===== config.mk =====
export PLATFORM = sky130hd
export DESIGN_NAME = lidar_frame_checksum_parser
export DESIGN_NICKNAME = d
export VERILOG_FILES = /design/src/design/lfcp_pkg.sv /design/src/design/lidar_frame_checksum_parser.sv
export SDC_FILE = /design/constraint.sdc
export NUM_CORES = 1
export LEC_CHECK = 0
export ABC_AREA = 1
export BUFFER_PORTS_ARGS = -buffer_cell sky130_fd_sc_hd__buf_2
export CAP_MARGIN = 20
export CORE_ASPECT_RATIO = 0.6
export CORE_MARGIN = 5
export CORE_UTILIZATION = 33
export DETAILED_ROUTE_END_ITERATION = 8
export HOLD_SLACK_MARGIN = 0.1
export MAX_ROUTING_LAYER = met4
export PLACE_DENSITY = 0.49
export SYNTH_ARGS = -nofsm -noshare
export SYNTH_HDL_FRONTEND = slang
export SYNTH_SLANG_ARGS = --single-unit
export TNS_END_PERCENT = 100

===== constraint.sdc =====
create_clock -name clk -period 3.5 [get_ports clk]
set_input_delay 0 -clock clk [delete_from_list [all_inputs] [get_ports clk]]
set_output_delay 0 -clock clk [all_outputs]
set_load 0.02 [all_outputs]

===== src/design/lfcp_pkg.sv =====
`timescale 1ns / 1ps
`default_nettype none
// ----------------------------------------------------------------------------
// Frame parser package
// Shared widths, frame constants and status codes for the measurement
// frame checksum parser.
// ----------------------------------------------------------------------------
package lfcp_pkg;

  localparam int unsigned FrameLen    = 9;
  localparam int unsigned PosWidth    = 4;
  localparam int unsigned PayloadLen  = 6;
  localparam int unsigned PayloadIdxW = 3;
  localparam int unsigned TempWidth   = 17;

  localparam logic [7:0]            SyncByte   = 8'h59;
  localparam logic [PosWidth-1:0]   LastPos    = PosWidth'(FrameLen - 1);
  localparam logic [TempWidth-1:0]  TempOffset = TempWidth'(2048);

  typedef enum logic [1:0] {
    STATUS_GOOD       = 2'd0,
    STATUS_BAD_HEADER = 2'd1,
    STATUS_BAD_SUM    = 2'd2
  } frame_status_t;

endpackage
`default_nettype wire


===== src/design/lidar_frame_checksum_parser.sv =====
`timescale 1ns / 1ps
`default_nettype none
// ----------------------------------------------------------------------------
// Measurement frame checksum parser
// Parses fixed nine-byte sensor frames with an 8-bit additive checksum and
// reports the latest good distance, amplitude, temperature and timestamp.
// ----------------------------------------------------------------------------
// The parser takes one received byte per word on the rx channel, together
// with the current millisecond tick. Frames are nine bytes long and stay
// aligned from reset; there is no hunting for the sync bytes. Each byte
// passes through an input register and is then folded into a running 8-bit
// sum, the header check and a six-byte payload store, so the block
// sustains one byte per clock. On the ninth byte it emits one word on
// the frame channel: a status (good, bad header or checksum mismatch) and
// the latest good measurement. The measurement fields are updated only by a
// good frame, and read as zero until the first one arrives. A result waits
// in the output register while further bytes of the next frame keep being
// taken; only the ninth byte of a frame stalls, and only while the previous
// result has not yet been taken.
module lidar_frame_checksum_parser (
  input  wire logic        clk,
  input  wire logic        rst,
  // Byte input channel.
  input  wire logic        rx_valid,
  output logic             rx_ready,
  input  wire logic [7:0]  rx_byte,
  input  wire logic [31:0] now_ms,
  // Result channel.
  output logic             frame_valid,
  input  wire logic        frame_ready,
  output logic [1:0]       frame_status,
  output logic [15:0]      distance,
  output logic [15:0]      amplitude,
  output logic signed [lfcp_pkg::TempWidth-1:0] temperature_eighths,
  output logic [31:0]      stamp_ms
);

  // Input register.
  logic        in_vld;
  logic [7:0]  in_byte;
  logic [31:0] in_now;

  // Frame state.
  logic [lfcp_pkg::PosWidth-1:0] byte_position;
  logic [7:0]                    running_sum;
  logic                          header_good;
  logic [7:0]                    payload_bytes [lfcp_pkg::PayloadLen];

  // Latest good measurement.
  logic [15:0]                    latest_distance;
  logic [15:0]                    latest_amplitude;
  logic [lfcp_pkg::TempWidth-1:0] latest_temperature;
  logic [31:0]                    latest_stamp;

  // Result register.
  logic                    res_vld;
  lfcp_pkg::frame_status_t res_status;

  logic                          is_last;
  logic                          advance;
  logic                          slot_free;
  lfcp_pkg::frame_status_t       status_next;
  logic [15:0]                   raw_temp;
  logic [lfcp_pkg::PosWidth-1:0] store_off;
  logic [lfcp_pkg::PayloadIdxW-1:0] store_idx;

  // Any position at or beyond the last one is treated as the final byte.
  assign is_last   = (byte_position >= lfcp_pkg::LastPos);
  assign slot_free = !res_vld || frame_ready;
  // The byte in the input register moves on unless it closes a frame and
  // the previous result still occupies the output register.
  assign advance   = in_vld && (!is_last || slot_free);
  assign rx_ready  = !in_vld || advance;

  assign store_off = byte_position - lfcp_pkg::PosWidth'(2);
  assign store_idx = store_off[lfcp_pkg::PayloadIdxW-1:0];
  assign raw_temp  = {payload_bytes[5], payload_bytes[4]};

  always_comb begin
    if (!header_good) begin
      status_next = lfcp_pkg::STATUS_BAD_HEADER;
    end else if (running_sum != in_byte) begin
      status_next = lfcp_pkg::STATUS_BAD_SUM;
    end else begin
      status_next = lfcp_pkg::STATUS_GOOD;
    end
  end

  // Input register.
  always_ff @(posedge clk) begin
    if (rst) begin
      in_vld <= 1'b0;
    end else if (rx_ready) begin
      in_vld <= rx_valid;
    end
    if (rx_valid && rx_ready) begin
      in_byte <= rx_byte;
      in_now  <= now_ms;
    end
  end

  // Frame state and latest measurement.
  always_ff @(posedge clk) begin
    if (rst) begin
      byte_position      <= '0;
      running_sum        <= '0;
      header_good        <= 1'b1;
      latest_distance    <= '0;
      latest_amplitude   <= '0;
      latest_temperature <= '0;
      latest_stamp       <= '0;
    end else if (advance) begin
      if (byte_position == '0) begin
        running_sum   <= in_byte;
        header_good   <= (in_byte == lfcp_pkg::SyncByte);
        byte_position <= lfcp_pkg::PosWidth'(1);
      end else if (!is_last) begin
        running_sum   <= running_sum + in_byte;
        if (byte_position == lfcp_pkg::PosWidth'(1)) begin
          header_good <= header_good && (in_byte == lfcp_pkg::SyncByte);
        end
        byte_position <= byte_position + lfcp_pkg::PosWidth'(1);
      end else begin
        if (status_next == lfcp_pkg::STATUS_GOOD) begin
          latest_distance    <= {payload_bytes[1], payload_bytes[0]};
          latest_amplitude   <= {payload_bytes[3], payload_bytes[2]};
          latest_temperature <= {1'b0, raw_temp} - lfcp_pkg::TempOffset;
          latest_stamp       <= in_now;
        end
        byte_position <= '0;
        running_sum   <= '0;
        header_good   <= 1'b1;
      end
    end
  end

  // Payload store for bytes two through seven; written before it is read.
  always_ff @(posedge clk) begin
    if (advance && !is_last && (byte_position > lfcp_pkg::PosWidth'(1))) begin
      payload_bytes[store_idx] <= in_byte;
    end
  end

  // Result register.
  always_ff @(posedge clk) begin
    if (rst) begin
      res_vld <= 1'b0;
    end else if (advance && is_last) begin
      res_vld <= 1'b1;
    end else if (frame_ready) begin
      res_vld <= 1'b0;
    end
    if (advance && is_last) begin
      res_status <= status_next;
    end
  end

  // The latest values change only when a result is loaded, which needs a
  // free output register, so they can drive the result fields directly.
  assign frame_valid         = res_vld;
  assign frame_status        = res_status;
  assign distance            = latest_distance;
  assign amplitude           = latest_amplitude;
  assign temperature_eighths = latest_temperature;
  assign stamp_ms            = latest_stamp;

  // Assertions.
  a_pos_range: assert property (@(posedge clk) disable iff (rst)
    byte_position <= lfcp_pkg::LastPos)
    else $error("byte position left the frame");

  a_good_stamp: assert property (@(posedge clk) disable iff (rst)
    (advance && is_last && status_next == lfcp_pkg::STATUS_GOOD)
      |=> (stamp_ms == $past(in_now)))
    else $error("good frame did not latch its timestamp");

  a_bad_keeps: assert property (@(posedge clk) disable iff (rst)
    (advance && is_last && status_next != lfcp_pkg::STATUS_GOOD)
      |=> ($stable(distance) && $stable(stamp_ms) && $stable(temperature_eighths)))
    else $error("bad frame changed the latest measurement");

  a_no_overrun: assert property (@(posedge clk) disable iff (rst)
    (res_vld && !frame_ready) |-> !(advance && is_last))
    else $error("result overwritten before it was taken");

  a_frame_restart: assert property (@(posedge clk) disable iff (rst)
    (advance && is_last) |=> (byte_position == '0 && header_good))
    else $error("frame state not restarted after final byte");

endmodule
`default_nettype wire


Word-level counts from Yosys, hierarchy flattened --
Memories as Yosys holds them, arrays and structs flattened. A register that Yosys moved wholly into a read port is not among the register bits. Index checks and enable logic that the tools add are counted.
Operators by class: $add $sub $neg 4, bitwise gates (word level) 1, eq/ne operators 3, $lt $le $gt $ge 2, reduce and logical (&&, ||, !) cells 18, mux-type cells 13
Operators by type and width (count):
- $sub 16x12->17 const B | 1
- $mux 8 | 2
- $add 8x8->8 | 1
- $eq 8x7->1 const B | 1
- $mux 4 | 2
- $ne 8x8->1 | 1
- $mux 1 | 7
- $logic_and 1x1->1 | 6
- $add 4x1->4 const B | 1
- $eq 4x1->1 const B | 1
- $ge 4x4->1 const B | 1
- $gt 4x1->1 const B | 1
- $logic_not 4->1 | 1
- $mux 2 | 2
- $reduce_and 4->1 | 1
- $logic_not 1->1 | 3
- $logic_or 1x1->1 | 3
- $reduce_bool 3->1 | 1
- $sub 3x2->3 const B | 1
- $logic_not 2->1 | 1
- $reduce_and 2->1 | 1
- $reduce_bool 2->1 | 1
- $not 1->1 | 1
Storage, ports and cells: logic and storage cells 52, memories 1, output and inout port bits 85, input bits 44, bits in writable memories 48, register bits after elaboration 106
Memory list:
- payload_bytes | depth 6, width 8, rd ports 6, clocked after Yosys merged registers in 4, write ports 1, RTL line lidar_frame_checksum_parser.sv:47 | logic [7:0] payload_bytes [lfcp_pkg::PayloadLen];

Longest topological paths before layout --
Gate-level depths: netlist (run 1).
depth after elaboration 8, mapped depth 10, mapped depth without buffers 9

Worst setup path before layout (run 1) --
Ideal clock, no wire load.
path type register -> register, start reg res_vld, in the netlist frame_valid, end reg in_byte[0], enable pin, path buffers 0, library setup time 0.394 ns, slack 1.485 ns, data arrival time 1.620 ns, stages on the path, launching flop included 6, path through dfxtp_1 > nand2_1 > inv_1 > nand3_1 > nand2_1 > inv_1
On the way: longest elaborated chain between the ends 6
Ends and longest elaborated chain:
- from (decl) | RTL line lidar_frame_checksum_parser.sv:56 | logic res_vld;
- from (signal assigned) | RTL line lidar_frame_checksum_parser.sv:147 | res_vld <= 1'b0;
- from (signal assigned) | RTL line lidar_frame_checksum_parser.sv:149 | res_vld <= 1'b1;
- from (signal assigned) | RTL line lidar_frame_checksum_parser.sv:151 | res_vld <= 1'b0;
- $logic_not 1->1 | RTL line lidar_frame_checksum_parser.sv:69 | assign slot_free = !res_vld || frame_ready;
- $logic_or 1x1->1 | RTL line lidar_frame_checksum_parser.sv:69
- $logic_or 1x1->1 | RTL line lidar_frame_checksum_parser.sv:72 | assign advance = in_vld && (!is_last || slot_free);
- $logic_and 1x1->1 | RTL line lidar_frame_checksum_parser.sv:72
- $logic_or 1x1->1 | RTL line lidar_frame_checksum_parser.sv:73 | assign rx_ready = !in_vld || advance;
- named net rx_ready | RTL line lidar_frame_checksum_parser.sv:25 | output logic rx_ready,
- $logic_and 1x1->1 | RTL line lidar_frame_checksum_parser.sv:96 | if (rx_valid && rx_ready) begin
- to (signal assigned) | RTL line lidar_frame_checksum_parser.sv:97 | in_byte <= rx_byte;
- to (decl) | RTL line lidar_frame_checksum_parser.sv:40 | logic [7:0] in_byte;
The timed path passes the listed nets, and every way through them passes these cells. A chain may end at the register's enable or synchronous reset.

Worst setup path in the final report (run 1) --
start reg in_byte[3], end reg latest_amplitude[2], in the netlist amplitude[2], read port of payload_bytes
On the way: longest elaborated chain between the ends 5
Ends and longest elaborated chain:
- $ne 8x8->1 | RTL line lidar_frame_checksum_parser.sv:82 | end else if (running_sum != in_byte) begin
- $mux 2 | RTL line lidar_frame_checksum_parser.sv:82
- $mux 2 | RTL line lidar_frame_checksum_parser.sv:80 | if (!header_good) begin
- $logic_not 2->1 | RTL line lidar_frame_checksum_parser.sv:124 | if (status_next == lfcp_pkg::STATUS_GOOD) begin
- $reduce_and 4->1 (no line)
- to (decl) | RTL line lidar_frame_checksum_parser.sv:51 | logic [15:0] latest_amplitude;
Every way passes these cells.

==> metrics, run 1 <==
status=finished clean; r2r startpoint=in_byte[3]; CTS root buf=clkbuf_16; Core Rows=42; max_cap viols=0; Slew Limit Fails=0; Vias=5237; Routed wire per std cell=13.8 um; full die area=25100 um2; Final min period=2650 ps; post-DR vias/cell=4.14; Max Clk Rate=377 MHz; worst vdd ir=0.361 mV; DP Cell Count=1188; Cell Area, Placed=8180 um2; leakage power=4.46 nW; Worst Setup SP=in_byte[3]; routability cong.=0.836; Max Root-Sink Buffers=2; net count reported at finish=1022; pre-CTS WS=806 ps; Synth Warn #=0; post-route ant nets=0; CP Data Required Time=3820 ps; largest net degree at the start of global routing=63; Min-Delay Path Class=in2reg; TritonCTS clock tree=done; Final Setup Violations=0; Startpoint Class=register; Starting Density=33.2%; RSZ-0062 raised after global routing=false; crit path DAT=2970 ps; power density over the cells=486 nW/um2; Total Routing Usage GR=14.5%; DRC errors left=0; CP endpoint kind=register; ANT cells=0; first-pass detailed-route iteration total=5; Post-CTS Setup Inserts=0; dpl hpwl=11300 um; FF+latch count, synth=186; final core occ=42.2%; setup_tns=0 ps; Worst Path Class, Setup=reg2reg; PortBufs=128; I/O Pins=129; clk sinks=186; Worst-Skew Late Latency=430 ps; Design Area, Final=9210 um2; crit share post-route=75.8%; Net Count, Synth=850; Die H=125 um; Reg clk slew, reported paths=60 ps; layout cell share with drive strength beyond 1=18.3%; Gate Count Post-Synth=794; clock buffer count from CTS=17; antenna violations before repair=0; worst clock skew=9.93 ps; Hold Violations, Final=0; Area Growth Syn to Fin=27.1%; DRT Wirelength=17400 um; GRT Residual Overflow=0; Slew @ Worst Pin=919 ps; # fillers=2201; first-pass GRT wire length=27900 um; Mean Syn Cell Area=9.13 um2; Netlist cell types=29; initial drt markers=301; number of global-route vias before repair=5022; Final Non-Filler Cells=1265; register area share after synthesis=63.8%; hold_sp=now_ms[24]; H-tree depth=4; Multi-input gate area=2020 um2; Crit Path Max Fanout=54; final setup margin=848 ps; Core ar.=21800 um2; Slew Limit Headroom=38.8%; Cell Area, Synth=7250 um2; Die Wd=201 um; Sequential Area=4620 um2
-- critical path, stage by stage (launching register included) --
cell and delay (ps):
edfxtp_1 560, ha_1 460, nor3_1 190, nor2b_2 240
nand3_4 430, buf_12 370, nor2_1 190, nor2_1 70
-- cell usage after synthesis --
library cell | n | share of area [%]
inv_2 | 1 | 0.052
a31oi_1 | 1 | 0.086
nand3_1 | 16 | 1.1
inv_1 | 110 | 5.7
edfxtp_1 | 90 | 37
or2_2 | 1 | 0.086
buf_2 | 10 | 0.69
xor2_1 | 3 | 0.36
nand3_2 | 2 | 0.28
nand2_1 | 202 | 10
nand3b_1 | 1 | 0.10
o31ai_1 | 1 | 0.10
or3_1 | 1 | 0.086
o21ai_0 | 11 | 0.76
nor2_1 | 175 | 9.1
dfxtp_1 | 96 | 27
nor3_2 | 1 | 0.14
nand4_1 | 2 | 0.17
xnor2_1 | 3 | 0.36
nor2b_2 | 1 | 0.12
nor3_1 | 5 | 0.35
buf_4 | 1 | 0.10
nor2_2 | 1 | 0.086
a21oi_1 | 26 | 1.8
nand2_2 | 1 | 0.086
buf_6 | 8 | 1.2
ha_1 | 11 | 1.9
clkbuf_1 | 12 | 0.62
fa_1 | 1 | 0.28
-- cells in the final DEF (no fill, tap or decap), types with 2 or more instances in the layout --
cell	n
a21oi_1	26
buf_12	4
buf_2	128
buf_4	8
clkbuf_16	17
clkbuf_8	4
clkinv_2	3
dfxtp_1	96
dlygate4sd3_1	44
edfxtp_1	90
ha_1	11
inv_1	109
inv_2	2
inv_6	2
nand2_1	202
nand3_1	16
nand4_1	2
nor2_1	175
nor3_1	5
o21ai_0	11
xnor2_1	3
xor2_1	3
-- area by class of cell --
type | instances | area share (%)
clock buffers | 22 | 5.26
clock inverters | 10 | 0.964
inverters | 111 | 4.52
multi-input cells | 466 | 21.9
flip-flops and latches | 186 | 50.2
well taps | 286 | 3.88
repair buffers | 184 | 13.3
-- logic make-up (layout without fill, tap and decap cells) --
logic type	count (synthesis)	after routing	synth area share (%)
adder cells (fa/ha/maj)	12	12	2.18
XOR/XNOR	6	6	0.725
buffers and inverters	142	327	8.41
AO/OA/AOI/OAI	39	39	2.75
flip-flops	186	186	63.8
AND/OR/NAND/NOR	409	409	22.1
-- routing by layer --
metal  vias up  part of all wire [%]  GRT usage (%)
li1       2780                     -              -
met1      2321                    51           21.4
met2       127                    42           19.6
met3         9                   6.5           4.11
met4         0                  0.68           3.37
met5         -                     0              -
-- stage by stage --
step	hold slack [ps]	total power, mW
after floorplan	98.9	2.51
after global placement	176	2.60
after detailed placement	178	2.60
after CTS	250	4.53
after global routing	256	4.66
final	277	4.48
-- sequential cells by signal (all words and copies together), names as in the netlist --
name and count:
amplitude 16, byte_position 4, distance 16, frame_status 2, frame_valid 1, header_good 1, in_byte 8, in_now 32
in_vld 1, payload_bytes 48, running_sum 8, stamp_ms 32, temperature_eighths 17
-- where the power goes --
group / internal (mW) / total (mW) / switching [mW]
clock: 1.06 / 1.88 / 0.825
sequential: 2.33 / 2.36 / 0.0248
combinational: 0.0985 / 0.236 / 0.137
-- worst paths after layout --
path,end,slack [ps],cells after the start
worst min-delay path,in_now[24],280,2
worst max-delay path,amplitude[2],850,7
worst max register to register,amplitude[2],850,7
worst min register to register,distance[3],470,2
-- timing repair --
item / CTS / global route
hold buffers: 44 / 0
resized for setup: 0 / 0
hold endpoints to repair: 47 / 0
Note: power is estimated with default switching activity, not from simulation.
==> run 2, diff against run 1 <==
- clock period: 3.5 -> 2.75 ns (I/O delays scaled with it)
==> metrics, run 2 (same netlist as run 1, synthesis figures left out) <==
status=finished clean; layout cell share with drive strength beyond 1=19.1%; clock buffer count from CTS=17; Worst Path Class, Setup=reg2reg; CP Data Required Time=2880 ps; commonest non-fill, non-tap cell in the layout=nand2_1; Die Wd=201 um; Core Rows=42; Design Area, Final=9290 um2; Final min period=2160 ps; Post-CTS Setup Inserts=0; reg-to-reg endpoint=payload_bytes[1][6]; most frequent cells in the layout=nand2_1 (202), nor2_1 (175), buf_2 (128), inv_1 (109), dfxtp_1 (96); Reg clk slew, reported paths=70 ps; Core ar.=21800 um2; # fillers=2148; RSZ-0062 raised after global routing=false; leakage power=4.52 nW; Slew @ Worst Pin=654 ps; post_cts resized=0; net count reported at finish=1032; dpl hpwl=11500 um; Max Clk Rate=462 MHz; Slew Limit Headroom=56.3%; power density over the cells=624 nW/um2; I/O Pins=129; crit path DAT=2300 ps; Multi-input gate area=2020 um2; end point of the critical path=payload_bytes[1][6]; DRT Wirelength=17600 um; max_cap viols=0; Min-Delay Path Class=in2reg; Total Routing Usage GR=14.7%; worst reg-to-reg path cell count=8; Crit Path Max Fanout=12; post-route ant nets=0; max reg flops=48; routability cong.=0.795; worst clock skew=8.72 ps; antenna violations before repair=0; Area Growth Syn to Fin=28.1%; Slew Limit Fails=0; H-tree depth=4; initial drt markers=364; Startpoint Class=register; Top reg by flops=payload_bytes; CTS root buf=clkbuf_16; flop-to-flop setup slack=590 ps; Vias=5315; first-pass detailed-route iteration total=5; Final Setup Violations=0; hold buffers post-CTS=44; first-pass GRT wire length=28100 um; worst vdd ir=0.506 mV; r2r startpoint=byte_position[1]; full die area=25100 um2; DRC errors left=0; number of global-route vias before repair=5005; Worst-Skew Late Latency=430 ps; Hold Violations, Final=0; largest net degree at the start of global routing=104; TritonCTS clock tree=done; Starting Density=33.2%; Cell Area, Placed=8250 um2; Sequential Area=4620 um2; Routed wire per std cell=13.8 um; post-DR vias/cell=4.17; PortBufs=128; ANT cells=0; clk sinks=186; Die H=125 um; crit share post-route=78.6%; CP endpoint kind=register; setup_tns=0 ps; GRT Residual Overflow=0; Max Root-Sink Buffers=2; Worst Setup SP=byte_position[1]
## run 2: changes by cell type in the layout (fill, tap and decap cells not counted), sizes merged
cell	previous run	this run
buf	140	150
bufinv	1	2
clkinvlp	1	0
inv	114	113
## run 2: layer usage
layer,up-vias,global-route usage (%),share of wire [%]
met5,-,-,0
met4,0,3.45,0.84
met3,8,4.09,4.8
met2,113,19.9,41
met1,2393,21.7,53
li1,2801,-,-
## run 2: layout make-up
class	count	share of cell area, %
Clock buffer	22	5.21
Tap cell	286	3.85
Timing Repair Buffer	194	13.7
Sequential cell	186	49.8
Multi-Input combinational cell	466	21.8
Inverter	111	4.49
Clock inverter	9	1.20
## run 2: worst min-delay path by stage
stage | startpoint | cells after the start | slack (ps) | endpoint
after floorplan | rx_byte[0] | 0 | 100 | in_byte[0]
after global placement | now_ms[23] | 1 | 180 | in_now[23]
after detailed placement | now_ms[26] | 1 | 180 | in_now[26]
after CTS | now_ms[2] | 2 | 250 | in_now[2]
after global routing | now_ms[22] | 2 | 260 | in_now[22]
final | now_ms[22] | 2 | 280 | in_now[22]
## run 2: metrics by stage
step | hold slack [ps] | worst slack [ps] | total power, mW | instances | utilization [%]
floorplan | 98.9 | 735 | 3.19 | 794 | -
global placement | 176 | 660 | 3.32 | 1199 | 37.8
detailed placement | 178 | 628 | 3.32 | 1199 | 37.8
CTS | 251 | 624 | 5.87 | 1274 | 42.6
global route | 263 | 412 | 6.03 | 1274 | 42.6
finish | 279 | 587 | 5.80 | 1274 | 42.6
## run 2: worst max-delay path, stage by stage, from the launching register on
cell and delay (ps):
dfxtp_1 420, inv_1 120, ha_1 190, nand2_1 110, nand2_1 90, inv_1 350, nand3_1 200, nor3_1 180
buf_4 210
## run 2: where the power goes
group | switching, mW | internal (mW)
combinational | 0.186 | 0.130
sequential | 0.0256 | 2.97
clock | 1.05 | 1.44
==> run 3, diff against run 2 <==
- ABC_AREA: 1 -> 0
- clock period: 2.75 -> 2 ns (I/O delays scaled with it)
==> metrics, run 3 <==
status=finished clean; post-DR vias/cell=4.73; first-pass GRT wire length=28200 um; Hold Violations, Final=0; Reg clk slew, reported paths=70 ps; Core Rows=41; Cell Area, Synth=7030 um2; CP Data Required Time=2360 ps; pre-CTS WS=-41.3 ps; antenna violations before repair=0; Worst Setup SP=in_byte[1]; H-tree depth=4; Vias=5288; worst hold slack=279 ps; fraction of registers with async set/reset=0%; Routed wire per std cell=17.2 um; Netlist cell types=46; synth cell count leaders=nand2_1 (120), dfxtp_1 (96), edfxtp_1 (90), a21oi_1 (48); full die area=24400 um2; worst vdd ir=0.599 mV; crit path DAT=2350 ps; Core ar.=21000 um2; worst clock skew=6.39 ps; DRC errors left=0; TritonCTS clock tree=done; Mean Syn Cell Area=11.7 um2; CTS root buf=clkbuf_16; Max Root-Sink Buffers=2; top post-synthesis cells by area=edfxtp_1 (38%), dfxtp_1 (27%), nand2_1 (6.4%), a21oi_2 (5.0%), nand2_2 (3.6%); biggest area consumer among synthesized cells=edfxtp_1; clock buffer count from CTS=17; routability cong.=0.905; Slew Limit Fails=0; Min-Delay Path Class=in2reg; GRT Residual Overflow=0; Design Area, Final=10000 um2; final core occ=47.9%; RSZ-0062 raised after global routing=true; critical path, cell by cell=ha_4 > nor3_2 > and3_4 > and3_4 > buf_4 > buf_6 > nand2_2 > a21oi_2; Total Routing Usage GR=15.5%; end point of the critical path=stamp_ms[7]; Sequential Area=4630 um2; final setup margin=13.1 ps; Tot Pwr=8.28 mW; Crit Path Max Fanout=8; Slew Limit Headroom=67.8%; hold_sp=rx_byte[6]; top-count cell post-synth=nand2_1; max reg flops=48; EDFF count, synth=90; Crit path max-delay family=simple AND/OR/NAND/NOR gates; number of stages on the worst setup path=8; leakage power=3.89 nW; CP max-delay cell=edfxtp_1; Gate Count Post-Synth=603; reg-to-reg endpoint=stamp_ms[7]; largest net degree at the start of global routing=50; Worst Path Class, Setup=reg2reg; Starting Density=33.5%; # fillers=1907; FF+latch count, synth=186; Net Count, Synth=659; r2r startpoint=in_byte[1]; area share of the largest cell type after synthesis=38.4%; setup_tns=0 ps; crit-path max cell delay=470 ps; Buffers & Inverters on Critical Path=2; DRT Wirelength=19200 um; Slew @ Worst Pin=483 ps; Top reg by flops=payload_bytes; number of global-route vias before repair=5209; Startpoint Class=register; power density over the cells=825 nW/um2; net count reported at finish=880; worst reg-to-reg path cell count=8; flop-to-flop setup slack=10 ps; max_cap viols=0; first-pass detailed-route iteration total=5; Worst-Skew Late Latency=420 ps; Die H=123 um; clk sinks=186; dpl hpwl=12300 um; commonest non-fill, non-tap cell in the layout=buf_2; CP dominant cell by count=and3_4; crit share post-route=99.3%; most frequent cells in the layout=buf_2 (127), nand2_1 (104), dfxtp_1 (94), edfxtp_1 (90), a21oi_2 (56); Final min period=1990 ps; post-route ant nets=0; Max Clk Rate=503 MHz; CP endpoint kind=register; Cell Area, Placed=8380 um2; ys flop type=dfxtp_1; Final Non-Filler Cells=1117; initial drt markers=289; Area Growth Syn to Fin=42.8%; PortBufs=128; layout cell share with drive strength beyond 1=43.5%; Multi-input gate area=2570 um2; Final Setup Violations=0; DP Cell Count=1021; register area share after synthesis=65.8%; Die Wd=198 um; Synth Warn #=0; I/O Pins=129
-- run 3: changes by cell type after synthesis, sizes merged, moves of 4 or more --
cell    before  now
a21oi       26   88
clkbuf      12   19
nor2       176   27
a211oi       0    9
and3         0    5
nor4         0    4
nand2      203  160
inv        111   12
nand3       18    7
-- run 3: final cells by class --
| cell class | instances | share of cell area (%) |
|---|---|---|
| flip-flops and latches | 186 | 46.1 |
| multi-input cells | 370 | 25.6 |
| repair buffers | 237 | 17.9 |
| clock buffers | 23 | 5.19 |
| well taps | 279 | 3.48 |
| clock inverters | 9 | 1.23 |
| inverters | 12 | 0.473 |
| diodes | 1 | 0.0249 |
-- run 3: worst reg2reg max path, delay by kind of cell (launching register included) --
family | cells | cell delay (ps)
AOI/OAI and AO/OA | 1 | 120
adders and majority gates | 1 | 290
buffers and inverters | 2 | 320
DFF | 1 | 470
and+or+nand+nor | 4 | 740
-- run 3: metal layers --
metal  up-vias  track usage [%]  part of all wire (%)
li1       2533                -                     -
met1      2611             21.4                    50
met2       128             22.1                    43
met3        16             4.68                   5.6
met5         -                -                     0
met4         0             4.53                   1.1
-- run 3: worst min-delay path by stage --
| stage | endpoint | slack [ps] | cells past startpoint |
|---|---|---|---|
| 6_report | in_byte[6] | 280 | 2 |
| 5_1_grt | in_now[13] | 260 | 2 |
| 4_1_cts | in_byte[6] | 250 | 2 |
| 3_5_place_dp | in_now[20] | 180 | 1 |
| 3_3_place_gp | in_byte[6] | 180 | 1 |
| 2_1_floorplan | in_byte[0] | 100 | 0 |
-- run 3: power by group --
| part | internal [mW] | total [mW] | leakage, nW | switching, mW |
|---|---|---|---|---|
| combinational | 0.256 | 0.540 | 1.96 | 0.284 |
| sequential | 4.08 | 4.14 | 1.62 | 0.0535 |
| clock | 2.12 | 3.61 | 0.313 | 1.48 |
-- run 3: cells by family after synthesis --
logic type / after synthesis / synth area share (%)
buffers and inverters: 47 / 3.93
and+or+nand+nor: 228 / 15.2
DFF: 186 / 65.8
xor gates and xnor gates: 5 / 0.623
muxes: 2 / 0.285
adders and majority gates: 12 / 2.24
AOI/OAI and AO/OA: 123 / 11.9
-- run 3: timing repair --
action	4_1_cts	5_1_grt
buffers inserted	0	12
pin swaps	0	50
resized for setup	5	72
hold buffers	45	0
endpoints found under the setup margin	61	84
gates cloned	0	6
hold endpoints to repair	65	0
